===== src/design/mspm_pkg.sv =====
// Shared types and constants for the multi-stream PCM mixer.
// No dependencies.
package mspm_pkg;
  localparam int NUM_STREAMS = 16;
  localparam int FIFO_FRAMES = 16384;
  localparam int MAX_MIX_RUN = 64;
  localparam int SID_W = 4;
  localparam int PTR_W = 14;
  localparam int CNT_W = 15;

  localparam logic [2:0] OP_OPEN   = 3'd0;
  localparam logic [2:0] OP_CLOSE  = 3'd1;
  localparam logic [2:0] OP_PUSH   = 3'd2;
  localparam logic [2:0] OP_MIX    = 3'd3;
  localparam logic [2:0] OP_PAUSE  = 3'd4;
  localparam logic [2:0] OP_RESUME = 3'd5;
  localparam logic [2:0] OP_FLUSH  = 3'd6;
  localparam logic [2:0] OP_STATUS = 3'd7;

  localparam logic [1:0] KIND_RESP = 2'd0;
  localparam logic [1:0] KIND_PASS = 2'd1;
  localparam logic [1:0] KIND_MIX  = 2'd2;

  localparam logic [0:0] REG_TARGET = 1'b0;
  localparam logic [0:0] REG_CHUNK  = 1'b1;

  typedef struct packed {
    logic [2:0]         operation;
    logic [3:0]         stream_id;
    logic signed [15:0] left_sample;
    logic signed [15:0] right_sample;
    logic [15:0]        hw_queued_frames;
    logic               hw_paused;
    logic               hw_running;
  } in_word_t;

  typedef struct packed {
    logic [1:0]         kind;
    logic signed [15:0] left_out;
    logic signed [15:0] right_out;
    logic               last_frame;
    logic               error_flag;
    logic [3:0]         granted_stream;
    logic [15:0]        queued_frames;
    logic               paused_flag;
    logic               running_flag;
    logic               flush_hardware;
  } out_word_t;

  // controller -> datapath
  typedef struct packed {
    logic             cmd;       // execute non-mix command
    logic             eval;      // register mix plan
    logic             clr;       // clear accumulators, start stream scan
    logic             step;      // visit scan stream
    logic             emit;      // output mixed frame
    logic             last;
    logic [SID_W-1:0] scan;
  } dp_ctl_t;

  // datapath -> controller
  typedef struct packed {
    logic       mix_go;
    logic [6:0] frames;
  } dp_sts_t;
endpackage


===== src/design/mspm_ctrl.sv =====
// Sequencer for the mixer: command dispatch, mix frame and stream scan loops.
// Depends on mspm_pkg.
module mspm_ctrl import mspm_pkg::*; (
  input  logic     clk,
  input  logic     rst,
  input  logic     start,
  input  in_word_t in_word,
  input  dp_sts_t  sts,
  output logic     busy,
  output dp_ctl_t  ctl
);
  localparam logic [2:0] ST_IDLE = 3'd0;
  localparam logic [2:0] ST_PLAN = 3'd1;
  localparam logic [2:0] ST_CLR  = 3'd2;
  localparam logic [2:0] ST_SCAN = 3'd3;
  localparam logic [2:0] ST_WAIT = 3'd4;
  localparam logic [2:0] ST_EMIT = 3'd5;

  logic [2:0]       state, state_next;
  logic [SID_W-1:0] scan, scan_next;
  logic [6:0]       fcnt, fcnt_next;
  logic [6:0]       total, total_next;

  assign busy = (state != ST_IDLE);

  always_comb begin
    state_next = state;
    scan_next = scan;
    fcnt_next = fcnt;
    total_next = total;
    ctl = '0;
    ctl.scan = scan;
    ctl.last = (fcnt + 7'd1 == total);
    unique case (state)
      ST_IDLE: begin
        if (start) begin
          if (in_word.operation == OP_MIX) begin
            ctl.eval = 1'b1;
            state_next = ST_PLAN;
          end else begin
            ctl.cmd = 1'b1;
          end
        end
      end
      ST_PLAN: begin
        if (sts.mix_go) begin
          total_next = sts.frames;
          fcnt_next = '0;
          state_next = ST_CLR;
        end else begin
          state_next = ST_IDLE;
        end
      end
      ST_CLR: begin
        ctl.clr = 1'b1;
        scan_next = '0;
        state_next = ST_SCAN;
      end
      ST_SCAN: begin
        ctl.step = 1'b1;
        scan_next = scan + 1'b1;
        if (scan == SID_W'(NUM_STREAMS - 1)) state_next = ST_WAIT;
      end
      ST_WAIT: state_next = ST_EMIT;
      ST_EMIT: begin
        ctl.emit = 1'b1;
        fcnt_next = fcnt + 7'd1;
        state_next = (fcnt + 7'd1 == total) ? ST_IDLE : ST_CLR;
      end
      default: state_next = ST_IDLE;
    endcase
  end

  always_ff @(posedge clk) begin
    if (rst) begin
      state <= ST_IDLE;
      scan <= '0;
      fcnt <= '0;
      total <= '0;
    end else begin
      state <= state_next;
      scan <= scan_next;
      fcnt <= fcnt_next;
      total <= total_next;
    end
  end

  a_emit_in_mix: assert property (@(posedge clk) disable iff (rst)
    ctl.emit |-> $past(state) == ST_WAIT) else $error("emit out of order");
  a_scan_wrap: assert property (@(posedge clk) disable iff (rst)
    (state == ST_SCAN && scan == SID_W'(NUM_STREAMS - 1)) |=> state == ST_WAIT)
    else $error("scan did not end");
  a_no_zero_run: assert property (@(posedge clk) disable iff (rst)
    (state == ST_PLAN && sts.mix_go) |-> sts.frames != 7'd0)
    else $error("empty mix run");
endmodule


===== config.mk =====
export PLATFORM = sky130hd
export DESIGN_NAME = mspm_ctrl
export DESIGN_NICKNAME = d
export VERILOG_FILES = /design/src/design/mspm_pkg.sv /design/src/design/mspm_ctrl.sv
export SDC_FILE = /design/constraint.sdc
export NUM_CORES = 1
export LEC_CHECK = 0
export BUFFER_PORTS_ARGS = -buffer_cell sky130_fd_sc_hd__buf_4
export CAP_MARGIN = 20
export CORE_ASPECT_RATIO = 0.8
export CORE_UTILIZATION = 45
export CTS_BUF_LIST = sky130_fd_sc_hd__clkbuf_8
export CTS_CLUSTER_SIZE = 16
export DETAILED_ROUTE_END_ITERATION = 10
export GPL_TIMING_DRIVEN = 0
export PLACE_DENSITY_LB_ADDON = 0.1
export SLEW_MARGIN = 40
export SYNTH_ARGS = -nofsm -noshare
export SYNTH_HDL_FRONTEND = slang
export SYNTH_SLANG_ARGS = --single-unit

===== constraint.sdc =====
create_clock -name clk -period 2.3 [get_ports clk]
set_input_delay 0.23 -clock clk [delete_from_list [all_inputs] [get_ports clk]]
set_output_delay 0.23 -clock clk [all_outputs]
set_load 0.005 [all_outputs]

-- After elaboration in Yosys (flattened, before gate mapping)
Index checks and enable logic that the tools add are counted.
- bits of input ports: 68
- bits in registers: 21
- logic and storage cells: 41
- muxes and demuxes: 16
- equality and inequality tests: 12
- $add $sub $neg: 2
- reduce and logical (&&, ||, !) cells: 7
- operator list (operator ; number):
    one-hot mux 3 bit (6 select lines) ; 1
    one-hot mux 7 bit (2 select lines) ; 1
    equality test 3 x 2 -> 1 bit, second input constant ; 3
    2-to-1 mux 3 bit ; 3
    2-to-1 mux 2 bit ; 4
    inequality test 2 bit, second input constant ; 4
    one-hot mux 4 bit (2 select lines) ; 1
    adder 7 x 1 -> 7 bit, second input constant ; 1
    equality test 7 bit ; 1
    2-to-1 mux 7 bit ; 1
    equality test 3 bit, second input constant ; 2
    2-to-1 mux 1 bit ; 5
    adder 4 x 1 -> 4 bit, second input constant ; 1
    equality test 4 bit, second input constant ; 1
    AND reduction 2 bit ; 2
    nonzero test 2 bit ; 2
    equality test 3 x 1 -> 1 bit, second input constant ; 1
    logical NOT 3 bit ; 1
    AND reduction 3 bit ; 1
    nonzero test 3 bit ; 1

-- Depth between registers and ports, before layout
Gate-level depths: netlist of run 1.
- depth in word-level cells: 4
- depth in mapped cells: 7
- depth with buffers taken out: 6

-- Worst setup path after synthesis of run 1
Ideal clock, no wire load.
- kind: register to output
- from: register fcnt[0]
- to: output port ctl[4] (netlist name)
- arrival time: 1287 ps
- stages on the path, launching flop included: 6
- slack: 783 ps
- cells stage by stage: dfxtp_1 ha_1 and3_4 and3_4 xnor2_1 nor3_2
- RTL lines (item ; RTL line ; text):
    from (decl) ; mspm_ctrl.sv:21 ; logic [6:0] fcnt, fcnt_next;
    from (signal assigned) ; mspm_ctrl.sv:83 ; fcnt <= fcnt_next;
    to (decl) ; mspm_ctrl.sv:10 ; output dp_ctl_t ctl

==> results by group, run 1 <==
Outcome
  • Status: finished, violations left
  • Violated checks: DRC

Synthesis
  • Mapped Area: 1100 sq um
  • Main flop type after synthesis: dfxtp_1
  • Syn_area_per_cell: 8.40 sq um
  • Synth Register Bits: 21
  • Ys async rst share: 0%
  • Top cells by area, synth: dfxtp_1 38%, nor2_1 8.9%, mux2i_1 7.3%
  • Cell with the most instances after synthesis: nor2_1
  • EDFF count, synth: 0
  • Post-synthesis sequential area ratio: 38.2%
  • Cell accounting for the most synthesized area: dfxtp_1
  • Synth warn: 0
  • Top cells by count, synth: 26 x nor2_1, 21 x dfxtp_1, 11 x a21oi_1
  • Syn nets: 201
  • Instance count of the mapped netlist: 131
  • Yosys cell types: 32
  • Post-synth top area share: 38.2%

STA
  • RSZ-0062 raised after global routing: no
  • Final Hold Slack: around 180 ps
  • Worst slew pin tran: between 500 and 600 ps
  • Period Utilization, post-route: 89.5%
  • Hold Violations, Final: 0
  • Slew Viols, Final: 0
  • Slew Limit Headroom: 64.5%
  • Final setup TNS: 0 ps
  • Final setup margin: 241 ps
  • Clock Skews: 2.80 ps
  • Setup violators final: 0
  • Min Tclk post-route: 2060 ps
  • F_max: 486 MHz

Floorplanning
  • DIE AREA: around 2600 sq um
  • Die Y: 46.2 microns
  • Initial core utilization: 49.2%
  • Top Ports: just under 80
  • DIE WIDTH: 57.3 microns
  • Core area: 2230 sq um
  • Row cnt: 15

Cells and area
  • Fin area: approximately 1400 sq um
  • Layout cell share with drive strength beyond 1: 23.9%
  • Area Growth Syn to Fin: 23.7%
  • Finished Core Util: 60.9%
  • Filler cell count: approximately 220
  • Diodes inserted: 0
  • Final Non-Filler Cells: 184
  • Total Nets Final: 230

GRT
  • GR Overflow Total: 0
  • Largest net degree at the start of global routing: 14
  • Vias in the first global route: 817
  • First-pass GRT wire length: 3730 microns
  • Initial antenna violation count: 0
  • GRT Total Usage: between 10% and 20%

Routing
  • Routed length on met1: approximately 1200 microns
  • WL met3: 105 microns
  • Total Routed Length: 2320 microns
  • Top routing layer in use: met4
  • Detailed Routing Iterations Pass 1: 7
  • # DRC: 2
  • DRT iter0 DRCs: 27
  • Vias: 970
  • Per-cell routed wire length: 12.6 microns
  • WL met2: between 900 and 1000 microns
  • Routed vias/inst: 5.27
  • Remaining antenna violation count after routing: 0

Clock network
  • Post-CTS Hold Fix Bufs: 0
  • Post CTS Setup Buffer Count: 0
  • CTS tree: built
  • Root buffer cell: clkbuf_8
  • Clock latency at the later pin of the worst-skew pair: between 200 and 300 ps
  • H-tree Lvls: 1
  • TritonCTS Sinks: 21
  • Total CTS buffers: 3
  • Clk pin slew, worst setup/hold paths: 80 ps
  • Max clock buf depth: 2
  • Cts repair resizes: 0

Min path
  • Min-delay src: rst
  • Hold Crit Class: input pin to flop
  • Hold path depth: 2
  • Hold EP: state[1]

Setup path
  • Startpoint types: flop
  • Crit-path max FO: 5
  • Worst r2r dst: state[1]
  • Worst Path Class, Setup: flop to primary output
  • Worst reg2reg path startpoint: fcnt[0]
  • Worst setup EP type: primary output
  • Critical path data required time: 2070 ps
  • Worst Setup SP: fcnt[0]
  • R2R Setup Slk: 710 ps
  • Arr. time, crit path: 1830 ps
  • Cells on worst reg2reg path: 6

Placed design
  • PortBufs: 24
  • Placed Cells: 180
  • Dpl hpwl: approximately 1700 microns
  • GP Congestion: 0.827
  • Placed Area: 1310 sq um
  • Place WS: between 500 and 600 ps

Power
  • Total power: 0.666 mW
  • Leakage: 0.603 nW
  • Maximum vdd drop: 0.000355 V
  • P per Cell Area: 490 nW/um^2

Run
  • Max_cap viols: 0
state kept, by name (all words and copies together) (netlist names):
signal,count
fcnt,7
total,7
scan,4
state,3
critical path, stage by stage (launching register included):
cell     delay [ps]
dfxtp_1         410
ha_1            250
and3_4          230
and3_4          200
xnor2_1          80
nor3_2          230
buf_4           150
layout make-up:
cell class | count | area, sq um | share of cell area, %
Multi-Input combinational cell | 103 | 647 | 47.6
Timing Repair Buffer | 24 | 180 | 13.2
Tap cell | 25 | 31.3 | 2.30
Buffer | 5 | 25.0 | 1.84
Sequential cell | 21 | 420 | 30.9
Inverter | 2 | 7.51 | 0.552
Clock buffer | 3 | 41.3 | 3.04
Clock inverter | 1 | 7.51 | 0.552
routing by layer:
layer / GRT usage, % / vias to the layer above
met4: 8.78 / 0
met3: 5.06 / 4
met1: 27.5 / 442
li1: - / 504
met5: 0 / -
met2: 27.3 / 20
logic make-up (layout without fill, tap and decap cells):
kind of cell	Yosys count	in the layout	share of synthesized area, %
AO/OA/AOI/OAI	22	22	11.6
XOR/XNOR	12	12	9.56
adder cells (fa/ha/maj)	2	2	2.27
buffers and inverters	7	35	2.96
flip-flops	21	21	38.2
multiplexers	8	8	7.28
AND/OR/NAND/NOR	59	59	28.1
placed cells by master, fill, tap and decap left out, types with 3 or more instances in the layout:
cell and instances:
nor2_1 26, nand3b_1 4, nand2_1 9, clkbuf_8 3, nand3_1 3, buf_4 25, mux2i_1 8, nor3_1 3
xor2_1 5, o21ai_0 5, a21oi_1 11, dfxtp_1 21, xnor2_1 7
power by group:
group | internal [mW] | switching (mW)
sequential | 0.365 | 0.00131
combinational | 0.0269 | 0.0224
clock | 0.123 | 0.127
total | 0.515 | 0.151
how the worst max path moves through the flow:
| stage | endpoint | slack (ps) | cells past startpoint |
|---|---|---|---|
| global route | ctl[4] | 150 | 6 |
| global placement | ctl[4] | 550 | 6 |
| finish | ctl[4] | 240 | 6 |
| floorplan | ctl[4] | 780 | 5 |
| CTS | ctl[4] | 240 | 6 |
| detailed placement | ctl[4] | 550 | 6 |
Note: power is estimated with default switching activity, not from simulation.
==> run 2, diff against run 1 <==
--- a/config.mk
+++ b/config.mk
@@ -8,10 +8,11 @@
 export BUFFER_PORTS_ARGS = -buffer_cell sky130_fd_sc_hd__buf_4
 export CAP_MARGIN = 20
 export CORE_ASPECT_RATIO = 0.8
-export CORE_UTILIZATION = 45
+export CORE_UTILIZATION = 42
 export CTS_BUF_LIST = sky130_fd_sc_hd__clkbuf_8
 export CTS_CLUSTER_SIZE = 16
 export DETAILED_ROUTE_END_ITERATION = 10
+export GPL_ROUTABILITY_DRIVEN = 1
 export GPL_TIMING_DRIVEN = 0
 export PLACE_DENSITY_LB_ADDON = 0.1
 export SLEW_MARGIN = 40
==> constraint.sdc (replaced) <==
create_clock -name clk -period 1.9 [get_ports clk]
set_input_delay 0.19 -clock clk [delete_from_list [all_inputs] [get_ports clk]]
set_output_delay 0.19 -clock clk [all_outputs]
set_load 0.005 [all_outputs]
==> results by group, run 2 (same netlist as run 1, synthesis figures left out) <==
Clock network
  • TritonCTS Sinks: 21
  • Clock latency at the later pin of the worst-skew pair: between 200 and 300 ps
  • Root buffer cell: clkbuf_8
  • Total CTS buffers: 3
  • H-tree Lvls: 1
  • Post-CTS Hold Fix Bufs: 0
  • Clk pin slew, worst setup/hold paths: 80 ps
  • CTS tree: built
  • Max clock buf depth: 2

STA
  • Final Hold Slack: about 140 ps
  • F_max: 536 MHz
  • Final setup TNS: 0 ps
  • Period Utilization, post-route: between 90% and 100%
  • Slew Limit Headroom: 64.1%
  • Min Tclk post-route: roughly 1900 ps
  • Clock Skews: 1.27 ps
  • Setup violators final: 0
  • Hold Violations, Final: 0
  • Final setup margin: 32.9 ps
  • Slew Viols, Final: 0
  • Worst slew pin tran: 535 ps
  • RSZ-0062 raised after global routing: yes

Floorplanning
  • DIE AREA: 2830 sq um
  • DIE WIDTH: a little under 60 microns
  • Row cnt: 16
  • Core area: 2460 sq um
  • Initial core utilization: 44.7%
  • Top Ports: 79
  • Die Y: 47.8 microns

Min path
  • Hold Crit Class: input pin to flop
  • Min-delay src: rst

GRT
  • Grt met1 use: 25.0%
  • Largest net degree at the start of global routing: 14
  • Vias in the first global route: 735
  • Met3 Use GR: 5.14%
  • First-pass GRT wire length: between 3000 and 4000 microns
  • Top Usage Layer GRT: met1
  • GR Overflow Total: 0
  • GRT Total Usage: between 10% and 20%
  • GR Util met2: 22.7%
  • Initial antenna violation count: 0

Power
  • Maximum vdd drop: 0.000518 V
  • Leakage: 0.613 nW
  • P per Cell Area: 567 nW/um^2

Placed design
  • Place WS: 188 ps
  • PortBufs: 24
  • Dpl hpwl: 1710 microns
  • Placed Cells: 191
  • GP Congestion: 0.818

Cells and area
  • Total Nets Final: 232
  • Filler cell count: 231
  • Layout cell share with drive strength beyond 1: 28.0%
  • Most frequent cells in the layout: 27 x buf_4, 26 x nor2_1, 18 x dfxtp_1
  • Diodes inserted: 0
  • Area Growth Syn to Fin: 28.7%
  • Commonest non-fill, non-tap cell in the layout: buf_4
  • Finished Core Util: between 50% and 60%
  • Final Non-Filler Cells: 197
  • Biggest regs: fcnt: 7 flops, total: 7 flops, scan: 4 flops

Setup path
  • Worst Path Class, Setup: flop to primary output
  • Worst Setup SP: fcnt[0]
  • Crit-path max FO: 4
  • Critical path data required time: 1710 ps
  • Startpoint types: flop
  • Worst reg2reg path startpoint: state[0]
  • Arr. time, crit path: about 1700 ps
  • Worst setup EP type: primary output

Routing
  • Detailed Routing Iterations Pass 1: 4
  • Remaining antenna violation count after routing: 0
  • # DRC: 0
  • Total Routed Length: approximately 2400 microns
  • Vias: 983
  • DRT iter0 DRCs: 24
  • Per-cell routed wire length: 12.1 microns
  • Routed vias/inst: 4.99

Outcome
  • Status: completed

Run
  • Max_cap viols: 0
==> run 2: metal layers <==
layer | wire length, microns | vias up
li1 | - | 506
met1 | 1240 | 448
met2 | 1020 | 27
met3 | 116 | 2
met4 | 8 | 0
met5 | 0 | -
==> run 2: per-stage QoR <==
stage / power [mW] / instance area, sq um
3_5_place_dp: 0.514 / 1330
4_1_cts: 0.818 / 1400
2_1_floorplan: 0.480 / 1100
5_1_grt: 0.834 / 1420
6_report: 0.802 / 1420
3_3_place_gp: 0.513 / 1330
==> run 2: what timing repair did <==
item                       CTS  global route
setup endpoints to repair    1             1
gates resized for setup      4             3
setup buffers                0             2
pin swaps                    1             2
==> run 2: power by group <==
part           switching [mW]  leakage, nW  internal (mW)
Sequential            0.00143        0.171          0.441
Clock                   0.153       0.0217          0.148
Combinational          0.0270        0.420         0.0325
Total                   0.181        0.613          0.621
==> run 2: layout make-up <==
type                    count  area (sq um)  share of cell area (%)
multi-input cells         103           667                    47.1
flip-flops and latches     21           427                    30.2
repair buffers             26           195                    13.8
well taps                  36          45.0                    3.18
clock buffers               3          41.3                    2.92
plain buffers               5          25.0                    1.77
clock inverters             1          7.51                   0.531
inverters                   2          7.51                   0.531
==> run 2: worst max-delay path: stages, from the launching register on <==
cell	delay, ps
dfxtp_4	360
ha_4	170
and3_4	190
and3_4	190
xnor2_1	130
nor3_2	220
buf_4	150
==> run 2: worst paths after layout <==
kind | end | slack (ps) | depth (start not counted)
worst max-delay path | ctl[4] | 30 | 6
worst min-delay path | state[1] | 140 | 2
worst max register to register | fcnt[5] | 450 | 7
worst min register to register | scan[1] | 490 | 2
